**src/hdl/lkv_pkg.sv**
```systemverilog
`default_nettype none

package lkv_pkg;

    // request codes
    localparam logic REQ_GET = 1'b0;
    localparam logic REQ_PUT = 1'b1;

    // configuration register
    localparam int unsigned CAP_W        = 5;
    localparam logic [CAP_W-1:0] CAP_RESET = 5'd16;
    localparam logic REG_CAPACITY = 1'b0;

    // one request
    typedef struct packed {
        logic               req_type;
        logic signed [31:0] lookup_key;
        logic signed [31:0] write_value;
    } request_t;

    // one result
    typedef struct packed {
        logic               hit;
        logic signed [31:0] read_value;
        logic               evicted;
        logic signed [31:0] evicted_key;
    } result_t;

    // controller to datapath
    typedef struct packed {
        logic accept;
        logic scan_rd;
        logic clear_cnt;
        logic decide;
        logic upd_rd;
    } dp_cmd_t;

    // datapath to controller
    typedef struct packed {
        logic cnt_last;
        logic need_update;
    } dp_status_t;

endpackage

`default_nettype wire

```
**src/hdl/lkv_ram.sv**
```systemverilog
`default_nettype none

module lkv_ram #(
    parameter int unsigned WIDTH = 8,
    parameter int unsigned DEPTH = 16
) (
    input  wire logic                                     clk,
    input  wire logic                                     we,
    input  wire logic [((DEPTH > 1) ? $clog2(DEPTH) : 1)-1:0] waddr,
    input  wire logic [WIDTH-1:0]                         wdata,
    input  wire logic [((DEPTH > 1) ? $clog2(DEPTH) : 1)-1:0] raddr,
    output      logic [WIDTH-1:0]                         rdata
);

    logic [WIDTH-1:0] mem [DEPTH];

    // one write port, one registered read port
    always_ff @(posedge clk)
    begin
        if (we)
        begin
            mem[waddr] <= wdata;
        end
        rdata <= mem[raddr];
    end

endmodule

`default_nettype wire

```
**src/hdl/lkv_ctrl.sv**
```systemverilog
`default_nettype none

module lkv_ctrl (
    input  wire logic              clk,
    input  wire logic              rst_n,
    input  wire logic              start,
    input  wire lkv_pkg::dp_status_t status,
    output      lkv_pkg::dp_cmd_t  cmd,
    output      logic              busy,
    output      logic              done
);

    typedef enum logic [2:0] {
        S_IDLE,
        S_SCAN,
        S_SCAN_END,
        S_DECIDE,
        S_UPDATE,
        S_UPD_END,
        S_FINISH
    } state_t;

    state_t state_reg, state_next;
    logic   busy_reg, busy_next;
    logic   done_reg, done_next;

    // next state and commands
    always_comb
    begin
        state_next = state_reg;
        cmd        = '0;
        unique case (state_reg)
            S_IDLE:
            begin
                if (start)
                begin
                    cmd.accept = 1'b1;
                    state_next = S_SCAN;
                end
            end
            S_SCAN:
            begin
                cmd.scan_rd = 1'b1;
                if (status.cnt_last)
                begin
                    state_next = S_SCAN_END;
                end
            end
            S_SCAN_END:
            begin
                state_next = S_DECIDE;
            end
            S_DECIDE:
            begin
                cmd.decide    = 1'b1;
                cmd.clear_cnt = 1'b1;
                state_next    = status.need_update ? S_UPDATE : S_FINISH;
            end
            S_UPDATE:
            begin
                cmd.upd_rd = 1'b1;
                if (status.cnt_last)
                begin
                    state_next = S_UPD_END;
                end
            end
            S_UPD_END:
            begin
                state_next = S_FINISH;
            end
            S_FINISH:
            begin
                state_next = S_IDLE;
            end
            default:
            begin
                state_next = S_IDLE;
            end
        endcase
        busy_next = (state_next != S_IDLE);
        done_next = (state_next == S_FINISH);
    end

    // state and registered outputs
    always_ff @(posedge clk or negedge rst_n)
    begin
        if (!rst_n)
        begin
            state_reg <= S_IDLE;
            busy_reg  <= 1'b0;
            done_reg  <= 1'b0;
        end
        else
        begin
            state_reg <= state_next;
            busy_reg  <= busy_next;
            done_reg  <= done_next;
        end
    end

    assign busy = busy_reg;
    assign done = done_reg;

endmodule

`default_nettype wire

```
**src/hdl/lkv_datapath.sv**
```systemverilog
`default_nettype none

module lkv_datapath #(
    parameter int unsigned ENTRIES = 16
) (
    input  wire logic                          clk,
    input  wire logic                          rst_n,
    input  wire lkv_pkg::dp_cmd_t              cmd,
    input  wire lkv_pkg::request_t             request,
    input  wire logic [lkv_pkg::CAP_W-1:0]     capacity,
    output      lkv_pkg::dp_status_t           status,
    output      lkv_pkg::result_t              result
);

    localparam int unsigned IW   = (ENTRIES > 1) ? $clog2(ENTRIES) : 1;
    localparam int unsigned AW   = IW;
    localparam int unsigned OW   = $clog2(ENTRIES + 1);
    localparam int unsigned CMPW = (OW > lkv_pkg::CAP_W) ? OW : lkv_pkg::CAP_W;
    localparam int unsigned WW   = 64 + AW;

    // request and sweep control
    lkv_pkg::request_t req_reg;
    logic [IW-1:0]     cnt_reg;
    logic [IW-1:0]     pipe_idx_reg;
    logic              cmp_v_reg;
    logic              upd_v_reg;

    // entry state kept in flops
    logic [ENTRIES-1:0] valid_reg;
    logic [OW-1:0]      occ_reg;

    // scan findings
    logic          found_reg;
    logic [IW-1:0] hit_idx_reg;
    logic [31:0]   hit_data_reg;
    logic [AW-1:0] hit_age_reg;
    logic [IW-1:0] lru_idx_reg;
    logic [31:0]   lru_key_reg;
    logic          free_found_reg;
    logic [IW-1:0] free_idx_reg;

    // update controls
    logic          [IW-1:0] slot_reg;
    logic          [AW-1:0] old_age_reg;
    logic                   all_age_reg;
    logic                   wr_key_reg;
    logic                   wr_data_reg;
    lkv_pkg::result_t       result_reg;

    // memory ports
    logic          ram_we;
    logic [WW-1:0] ram_wdata;
    logic [WW-1:0] ram_rdata;
    logic [31:0]   rd_key;
    logic [31:0]   rd_data;
    logic [AW-1:0] rd_age;

    // lookup helpers
    logic            rd_valid;
    logic            key_match;
    logic [OW-1:0]   occ_m1;
    logic            is_lru;
    logic [CMPW-1:0] cap_ext;
    logic [CMPW-1:0] cap_eff;
    logic            full;
    logic            is_slot;
    logic            ages;
    logic [AW-1:0]   new_age;
    logic            is_put;
    logic            claim_free;
    logic            evict_now;

    lkv_ram #(
        .WIDTH (WW),
        .DEPTH (ENTRIES)
    ) u_ram (
        .clk   (clk),
        .we    (ram_we),
        .waddr (pipe_idx_reg),
        .wdata (ram_wdata),
        .raddr (cnt_reg),
        .rdata (ram_rdata)
    );

    assign rd_key  = ram_rdata[WW-1 -: 32];
    assign rd_data = ram_rdata[AW+31 -: 32];
    assign rd_age  = ram_rdata[AW-1:0];

    // compare stage on the word just read
    assign rd_valid  = valid_reg[pipe_idx_reg];
    assign key_match = rd_valid && (rd_key == req_reg.lookup_key);
    assign occ_m1    = occ_reg - 1'b1;
    assign is_lru    = rd_valid && (rd_age == occ_m1[AW-1:0]);

    // effective capacity, clamped to 1..ENTRIES
    always_comb
    begin
        cap_ext = CMPW'(capacity);
        if (capacity == '0)
        begin
            cap_eff = CMPW'(1);
        end
        else if (cap_ext > CMPW'(ENTRIES))
        begin
            cap_eff = CMPW'(ENTRIES);
        end
        else
        begin
            cap_eff = cap_ext;
        end
    end

    assign full = CMPW'(occ_reg) >= cap_eff;

    // outcome of a put on a new key
    assign is_put     = (req_reg.req_type == lkv_pkg::REQ_PUT);
    assign claim_free = !found_reg && is_put && !full;
    assign evict_now  = !found_reg && is_put && full;

    // write-back stage of the recency update
    assign is_slot = (pipe_idx_reg == slot_reg);
    assign ages    = rd_valid && (all_age_reg || (rd_age < old_age_reg));

    always_comb
    begin
        if (is_slot)
        begin
            new_age = '0;
        end
        else if (ages)
        begin
            new_age = rd_age + 1'b1;
        end
        else
        begin
            new_age = rd_age;
        end
        ram_wdata = {(is_slot && wr_key_reg)  ? req_reg.lookup_key  : rd_key,
                     (is_slot && wr_data_reg) ? req_reg.write_value : rd_data,
                     new_age};
    end

    assign ram_we = upd_v_reg;

    // status to the controller
    assign status.cnt_last    = (cnt_reg == IW'(ENTRIES - 1));
    assign status.need_update = found_reg || is_put;

    // control registers
    always_ff @(posedge clk or negedge rst_n)
    begin
        if (!rst_n)
        begin
            cnt_reg        <= '0;
            cmp_v_reg      <= 1'b0;
            upd_v_reg      <= 1'b0;
            valid_reg      <= '0;
            occ_reg        <= '0;
            found_reg      <= 1'b0;
            free_found_reg <= 1'b0;
        end
        else
        begin
            cmp_v_reg <= cmd.scan_rd;
            upd_v_reg <= cmd.upd_rd;
            if (cmd.accept || cmd.clear_cnt)
            begin
                cnt_reg <= '0;
            end
            else if (cmd.scan_rd || cmd.upd_rd)
            begin
                cnt_reg <= cnt_reg + 1'b1;
            end
            if (cmd.accept)
            begin
                found_reg      <= 1'b0;
                free_found_reg <= 1'b0;
            end
            else if (cmp_v_reg)
            begin
                if (key_match)
                begin
                    found_reg <= 1'b1;
                end
                if (!rd_valid)
                begin
                    free_found_reg <= 1'b1;
                end
            end
            // a new key without eviction claims the free entry
            if (cmd.decide && claim_free)
            begin
                valid_reg[free_idx_reg] <= 1'b1;
                occ_reg                 <= occ_reg + 1'b1;
            end
        end
    end

    // payload registers
    always_ff @(posedge clk)
    begin
        pipe_idx_reg <= cnt_reg;
        if (cmd.accept)
        begin
            req_reg <= request;
        end
        // first match, least recent entry, first free entry
        if (cmp_v_reg)
        begin
            if (key_match && !found_reg)
            begin
                hit_idx_reg  <= pipe_idx_reg;
                hit_data_reg <= rd_data;
                hit_age_reg  <= rd_age;
            end
            if (is_lru)
            begin
                lru_idx_reg <= pipe_idx_reg;
                lru_key_reg <= rd_key;
            end
            if (!rd_valid && !free_found_reg)
            begin
                free_idx_reg <= pipe_idx_reg;
            end
        end
        // settle the outcome of the request
        if (cmd.decide)
        begin
            result_reg.hit         <= found_reg;
            result_reg.read_value  <= (found_reg && !is_put) ? hit_data_reg : '0;
            result_reg.evicted     <= evict_now;
            result_reg.evicted_key <= evict_now ? lru_key_reg : '0;
            if (found_reg)
            begin
                slot_reg    <= hit_idx_reg;
                old_age_reg <= hit_age_reg;
                all_age_reg <= 1'b0;
                wr_key_reg  <= 1'b0;
                wr_data_reg <= is_put;
            end
            else
            begin
                old_age_reg <= '0;
                all_age_reg <= 1'b1;
                wr_key_reg  <= 1'b1;
                wr_data_reg <= 1'b1;
                if (full)
                begin
                    slot_reg <= lru_idx_reg;
                end
                else
                begin
                    slot_reg <= free_idx_reg;
                end
            end
        end
    end

    assign result = result_reg;

endmodule

`default_nettype wire

```
**src/hdl/lru_key_value_cache.sv**
```systemverilog
`default_nettype none

// Fully associative key-value cache with least-recently-used replacement.
// Requests: drive request (get or put, key, value) with start high; the
// request is taken at a rising edge where start is high and busy is low.
// Results: done is high for exactly one cycle with result valid (hit, read
// value, eviction flag and evicted key); the receiver cannot stall it.
// Sweeps: the key memory is swept one entry per cycle, once to find the
// key, the least recent entry and the first free entry, and, for a hit or a
// put, once more to rewrite the recency ages; a get miss has one sweep only.
// busy falls at the edge where the result is taken; no new request is
// accepted before then. The key/data/age memory has a single read port,
// which sets the pace of the sweeps.
// Configuration: capacity_in_use is written over the APB port at address 0.
// The user must write it only while busy is low; the block itself does not
// enforce this. Reset empties the cache (all entries invalid, occupancy
// zero) and sets capacity_in_use to 16; no clearing pass is made.
module lru_key_value_cache #(
    parameter int unsigned ENTRIES = 16
) (
    input  wire logic               clk,
    input  wire logic               rst_n,
    input  wire logic               start,
    output      logic               busy,
    input  wire lkv_pkg::request_t  request,
    output      logic               done,
    output      lkv_pkg::result_t   result,
    input  wire logic               psel,
    input  wire logic               penable,
    input  wire logic               pwrite,
    input  wire logic [2:0]         paddr,
    input  wire logic [31:0]        pwdata,
    output      logic [31:0]        prdata,
    output      logic               pready
);

    logic [lkv_pkg::CAP_W-1:0] cap_reg;
    lkv_pkg::dp_cmd_t          cmd;
    lkv_pkg::dp_status_t       status;
    logic                      cfg_wr;
    logic                      cfg_sel;

    // register decode
    assign pready  = 1'b1;
    assign cfg_sel = (paddr[2] == lkv_pkg::REG_CAPACITY);
    assign cfg_wr  = psel && penable && pwrite && pready && cfg_sel;
    assign prdata  = cfg_sel ? {{(32 - lkv_pkg::CAP_W){1'b0}}, cap_reg} : 32'd0;

    // capacity register
    always_ff @(posedge clk or negedge rst_n)
    begin
        if (!rst_n)
        begin
            cap_reg <= lkv_pkg::CAP_RESET;
        end
        else if (cfg_wr)
        begin
            cap_reg <= pwdata[lkv_pkg::CAP_W-1:0];
        end
    end

    lkv_ctrl u_ctrl (
        .clk    (clk),
        .rst_n  (rst_n),
        .start  (start),
        .status (status),
        .cmd    (cmd),
        .busy   (busy),
        .done   (done)
    );

    lkv_datapath #(
        .ENTRIES (ENTRIES)
    ) u_datapath (
        .clk      (clk),
        .rst_n    (rst_n),
        .cmd      (cmd),
        .request  (request),
        .capacity (cap_reg),
        .status   (status),
        .result   (result)
    );

endmodule

`default_nettype wire

```
**config.mk**
```make
export PLATFORM = sky130hd
export DESIGN_NAME = lru_key_value_cache
export DESIGN_NICKNAME = d
export VERILOG_FILES = /design/src/hdl/lkv_pkg.sv /design/src/hdl/lkv_ram.sv /design/src/hdl/lkv_ctrl.sv /design/src/hdl/lkv_datapath.sv /design/src/hdl/lru_key_value_cache.sv
export SDC_FILE = /design/constraint.sdc
export NUM_CORES = 1
export LEC_CHECK = 0
export BUFFER_PORTS_ARGS = -buffer_cell sky130_fd_sc_hd__buf_2
export CORE_MARGIN = 5
export CORE_UTILIZATION = 30
export CTS_BUF_LIST = sky130_fd_sc_hd__clkbuf_8
export DETAILED_ROUTE_END_ITERATION = 7
export GPL_TIMING_DRIVEN = 0
export SYNTH_ARGS = -nofsm -noshare
export SYNTH_HDL_FRONTEND = slang
export SYNTH_SLANG_ARGS = --single-unit
```
**constraint.sdc**
```tcl
create_clock -name clk -period 14.5 [get_ports clk]
set_input_delay 1.45 -clock clk [delete_from_list [all_inputs] [get_ports clk]]
set_output_delay 1.45 -clock clk [all_outputs]
set_load 0.01 [all_outputs]
```
== Yosys cells after proc, flatten, opt, wreduce, memory -nomap -nowiden ==
Memory sizes are Yosys's and may differ from the RTL's. A register that Yosys moved wholly into a read port is not among the register bits.
Cells that the tools add are included.
Cells by class
  multiplexer cells: 34
  equality and inequality tests: 11
  reduce and logical (&&, ||, !) cells: 36
  $lt $le $gt $ge: 6
  bitwise operators: 2
  add/sub/neg operators: 4
Operators with widths (number)
  32-bit two-way mux: 2
  32-bit == test: 1
  4-bit two-way mux: 6
  3-bit one-hot mux with 6 select lines: 1
  1-bit logical AND: 16
  16-bit OR: 1
  1-bit two-way mux: 15
  5-bit two-way mux: 3
  4-bit by 5-bit less-than comparator with 1-bit output, second input constant: 2
  2-bit AND reduction: 5
  3-bit == test, second input constant: 3
  3-bit two-way mux: 3
  4-bit by 1-bit adder with 4-bit output, second input constant: 2
  4-bit == test: 2
  3-bit by 2-bit == test with 1-bit output, second input constant: 2
  2-bit nonzero test: 3
  5-bit by 1-bit adder with 5-bit output, second input constant: 1
  5-bit greater-or-equal comparator: 1
  5-bit greater-than comparator, second input constant: 1
  1-bit logical NOT: 5
  5-bit logical NOT: 1
  1-bit binary-select mux with 4-bit select: 1
  1-bit demux with 4-bit select: 1
  4-bit == test, second input constant: 1
  other kinds (10): 14
Word-level totals
  register bits after elaboration: 264
  output and inout port bits: 101
  RAM bits: 1088
  bits of input ports: 106
  memories kept: 1
Memories
  u_datapath.u_ram.mem: depth 16, width 68, read ports 1, clocked after Yosys merged registers in 1, wr ports 1, line lkv_ram.sv:15  | logic [WIDTH-1:0] mem [DEPTH];

== Longest topological paths before layout ==
  depth in word-level cells: 7
  depth in mapped cells: 11

== Modules after synthesis ==
A second synthesis with hierarchy kept.
Second synthesis, totals
  cell total of the unflattened synthesis: 2408
  area total of the unflattened synthesis: 53099.7 µm²
Modules (own cells, without submodules)
  lkv_ram: seq. area each 34032.6 µm², area an instance 41982.8 µm², times used 1, cells an instance 1750
  lkv_datapath: seq. area each 7442.1 µm², area an instance 10361.2 µm², times used 1, cells an instance 586
  lru_key_value_cache: seq. area each 126.4 µm², area an instance 467.9 µm², times used 1, cells an instance 46
  lkv_ctrl: seq. area each 125.1 µm², area an instance 287.8 µm², times used 1, cells an instance 26

== Worst setup path before layout ==
Ideal clock, no wire load.
  path type: register to register
  start: reg u_datapath.pipe_idx_reg[1]
  end: mem u_datapath.u_ram.mem[0][0] (netlist name) (enable)
  required time: 13.922 ns
  period minus slack after synthesis: 6.158 ns
  arrival: 5.580 ns
  path buffers: 1
  path slack: 8.342 ns
  library setup time: 0.578 ns
  stages on the path, launching flop included: 4
  path through: dfxtp_1 > buf_6 > or3b_2 > nor3_1
RTL lines
  from (decl): line lkv_datapath.sv:24  | logic [IW-1:0] pipe_idx_reg;
  from (signal assigned): line lkv_datapath.sv:202  | pipe_idx_reg <= cnt_reg;
  to (decl): line lkv_ram.sv:15
No word-level cell before the write port.

== Worst setup path in the final report ==
  start: reg u_datapath.req_reg[39] (netlist name)
  end: reg u_datapath.hit_data_reg[21] (enable)
On the way
  cells in the longest elaborated chain, start to end: 4
RTL lines
  from (decl): line lkv_datapath.sv:22  | lkv_pkg::request_t req_reg;
  from (signal assigned): line lkv_datapath.sv:205  | req_reg <= request;
  32-bit == test: line lkv_datapath.sv:91  | assign key_match = rd_valid && (rd_key == req_reg.lookup_key);
  1-bit logical AND: line lkv_datapath.sv:91
  1-bit logical AND: line lkv_datapath.sv:210  | if (key_match && !found_reg)
  2-bit AND reduction (no line)
  to (signal assigned): line lkv_datapath.sv:213  | hit_data_reg <= rd_data;
  to (decl): line lkv_datapath.sv:35  | logic [31:0] hit_data_reg;
Every way passes these cells.
A chain may end at the register's enable or synchronous reset.

==> flow_metrics.py <==
metrics = {
    "clock_tree": {
        "path_clk_slew_ps": 70,
        "cts_setup_buffers": 0,
        "h-tree-depth": 4,
        "tritoncts": "done",
        "ctsHoldBuffers": 0,
        "clock_latency_ps": 900,
        "cts.sink_count": 1420,
        "cts_buffers": 213,
        "clk_root_buffer_cell": "clkbuf_8",
        "clk_path_buf_depth": 3,
        "ctsResizeCount": 0,
    },
    "place": {
        "place_inst": 4897,
        "hpwl_um": 83690,
        "gp_congestion": 0.7202,
        "portBuffers": 149,
    },
    "logic_synthesis": {
        "synth_most_common_cell": "edfxtp_1",
        "netlist_instances": 2273,
        "synth_edf_count": 1309,
        "synthArstFlopShare_pct": 2.746,
        "synth_warnings": 0,
        "synth.top_cell.area_share_pct": 73.52,
        "yosysSeqAreaShare_pct": 78.05,
        "dominantRegCellSynth": "edfxtp_1",
        "synth_area_leaders": "edfxtp_1 (74%), mux4_2 (14%), dfxtp_1 (2.7%)",
        "yosys.cell_types.count": 56,
        "syn_area_um2": 53460,
        "avgSynthCellArea_um2": 23.52,
        "synth_seq_cells": 1420,
        "yosysTopAreaCell": "edfxtp_1",
        "netlist_top_cells_count": "edfxtp_1 (1309), mux4_2 (344), dfxtp_1 (72)",
    },
    "cells_and_area": {
        "drive_above_1_share_pct": 36.28,
        "instances_no_fill": 5299,
        "areaGrowthSynthToFinish_pct": 18.73,
        "largest_reg_flops": 1088,
        "fin_nets": 2875,
    },
    "die": {
        "io_pins": 207,
        "die_h_um": 432.1,
        "dieArea_um2": 186700,
        "rows": 155,
        "coreArea_um2": 177800,
        "fp.dieW_um": 432.1,
        "initial_utilization_pct": 30.06,
    },
    "power_and_ir_drop": {
        "p_leak_nw": 20.82,
        "power_frac_clock_pct": 27.5,
        "p_per_area_nw_per_um2": 187.8,
        "pwr-share-comb_pct": 25.3,
        "p_int_mw": 8.461,
        "peakVddDrop_mv": 0.08771,
        "fin_total_pwr_mw": 11.92,
        "p_sw_mw": 3.457,
        "swShare_pct": 29.01,
        "p_seq_share_pct": 47.3,
    },
    "critical_path": {
        "r2r_end": "u_datapath.hit_data_reg[21]",
        "r2r_slack_ps": 10780,
        "cp_slowest_cell": "nor4_1",
        "cp_cell_sequence": "xnor2_1 > nand4_1 > nor4_1 > nand4_1 > nor2_4 > buf_12",
        "crit_fanout": 22,
        "crit_top_cell": "nand4_1",
        "startpoint_type": "register",
        "r2r-start": "u_datapath.req_reg[39]",
        "rr_worst_depth": 6,
        "crit_required_ps": 15080,
        "endpoint_kind": "register",
        "cp.depth": 6,
        "crit_type": "reg2reg",
        "max_stage_delay_ps": 960,
        "critPathTopFamily": "simple AND/OR/NAND/NOR gates",
        "critPathArrivalTime_ps": 4300,
        "crit_buf_inv": 1,
    },
    "timing": {
        "worst_pin_slew_ps": 1233,
        "period_needed_ps": 3718,
        "finClkSkew_ps": 41.21,
        "setup_violations": 0,
        "fmax_mhz": 269.0,
        "fin_hold_ws_ps": 416.4,
        "finalMaxSlewViolations": 0,
        "rsz0062_at_grt": "false",
        "period_share_pct": 25.64,
        "finalSetupTns_ps": 0,
        "hold_violations": 0,
        "slew_headroom_pct": 17.81,
    },
    "global_routing": {
        "grt_pass1_wl_um": 184000,
        "grt_pass1_vias": 25830,
        "gr-total-overflow": 0,
        "antenna_found_initial": 6,
        "grt_max_degree": 40,
        "grt_usage_pct": 13.63,
    },
    "detailed_routing": {
        "drtAntennaViolNets": 0,
        "via_count": 24650,
        "wl_per_cell_um": 24.23,
        "routed_wl_um": 128400,
        "post_drt_via_cell_ratio": 4.652,
        "dr.first_iter.drc_count": 2348,
        "firstDrtPassIters": 5,
        "drcViolationCount": 0,
    },
    "hold_path": {
        "hp-class": "reg2reg",
        "min_from": "u_datapath.cnt_reg[2]",
        "hold_depth": 0,
        "whs_endpoint": "u_datapath.pipe_idx_reg[2]",
    },
    "flow_run": {
        "max_cap_viol_count": 0,
    },
    "status": {
        "status": "finished, final reports clean",
    },
}
==> layout by cell type, fill, tap and decap left out, drive strengths merged, types with 4 or more instances in the layout <==
cell type | netlist | final
clkbuf | 42 | 288
buf | 84 | 327
conb | 2 | 28
dfxtp | 72 | 72
xnor2 | 43 | 43
and3 | 4 | 4
nand4 | 11 | 11
a21o | 9 | 9
edfxtp | 1309 | 1309
clkinvlp | 0 | 4
nand2b | 10 | 10
mux2 | 69 | 69
nand3 | 6 | 6
mux4 | 345 | 345
bufinv | 0 | 10
nor3 | 7 | 7
mux2i | 5 | 5
o21ai | 6 | 6
nand2 | 10 | 10
clkinv | 2 | 68
a31o | 11 | 11
a2bb2oi | 4 | 4
nor2b | 9 | 9
a21oi | 12 | 12
inv | 14 | 87
ha | 12 | 12
xor2 | 4 | 4
dfrtp | 38 | 38
nor2 | 36 | 36
and2 | 68 | 68
nor4 | 6 | 6
==> power groups by stage <==
stage	logic, mW	registers (mW)	clock network [mW]
3_3_place_gp	2.93	5.77	0
3_5_place_dp	3.06	5.73	0
2_1_floorplan	2.08	5.62	0
4_1_cts	3.07	5.64	3.36
6_report	3.01	5.63	3.27
5_1_grt	3.23	5.66	3.56
==> per-layer routing <==
layer	track usage [%]	up-vias	share of wire, %
met5	0	-	0.0086
met4	3.401	2	2.0
met3	2.784	195	5.7
met2	23.67	881	52
met1	17.52	13110	41
li1	-	10460	-
==> layout make-up <==
class                           count  area, um2
Fill cell                       16250     114400
Clock inverter                    153      960.9
Clock buffer                      246       3386
Timing Repair Buffer              243       2471
Inverter                           16      60.06
Multi-Input combinational cell    737      11050
Buffer                            126      870.8
Tap cell                         2355       2947
Antenna cell                        3      7.507
Sequential cell                  1420      41730
==> worst max path at each step <==
stage	startpoint	end	slack, ps
detailed placement	u_datapath.req_reg[39]	u_datapath.hit_data_reg[21]	10610
finish	u_datapath.req_reg[39]	u_datapath.hit_data_reg[21]	10780
global placement	u_datapath.pipe_idx_reg[3]	u_datapath.u_ram.mem[10][24]	1460
CTS	u_datapath.req_reg[39]	u_datapath.hit_data_reg[7]	10580
global route	u_datapath.req_reg[39]	u_datapath.hit_data_reg[7]	10610
floorplan	u_datapath.pipe_idx_reg[1]	u_datapath.u_ram.mem[0][0]	8340
==> cell families after synthesis <==
group | Yosys count | share of synthesized area [%]
multiplexers | 419 | 16.45
buffers and inverters | 142 | 1.741
AND/OR/NAND/NOR | 174 | 1.879
XOR/XNOR | 47 | 0.7700
adder cells (fa/ha/maj) | 12 | 0.2808
AO/OA/AOI/OAI | 57 | 0.8144
other | 2 | 0.01405
flip-flops | 1420 | 78.05
==> per-stage QoR <==
step           cell area (um2)  setup slack [ps]  util, %
2_1_floorplan            53560              8342        -
3_3_place_gp             57250              1461    32.19
3_5_place_dp             59120             10610    33.24
4_1_cts                  63470             10580    35.69
5_1_grt                  63470             10610    35.69
6_report                 63470             10780    35.69
==> worst register-to-register path, stage by stage (launching register included) <==
cell,delay (ps)
edfxtp_1,480
xnor2_1,310
nand4_1,310
nor4_1,960
nand4_1,300
nor2_4,730
buf_12,280
(Power assumes the default switching activity.)
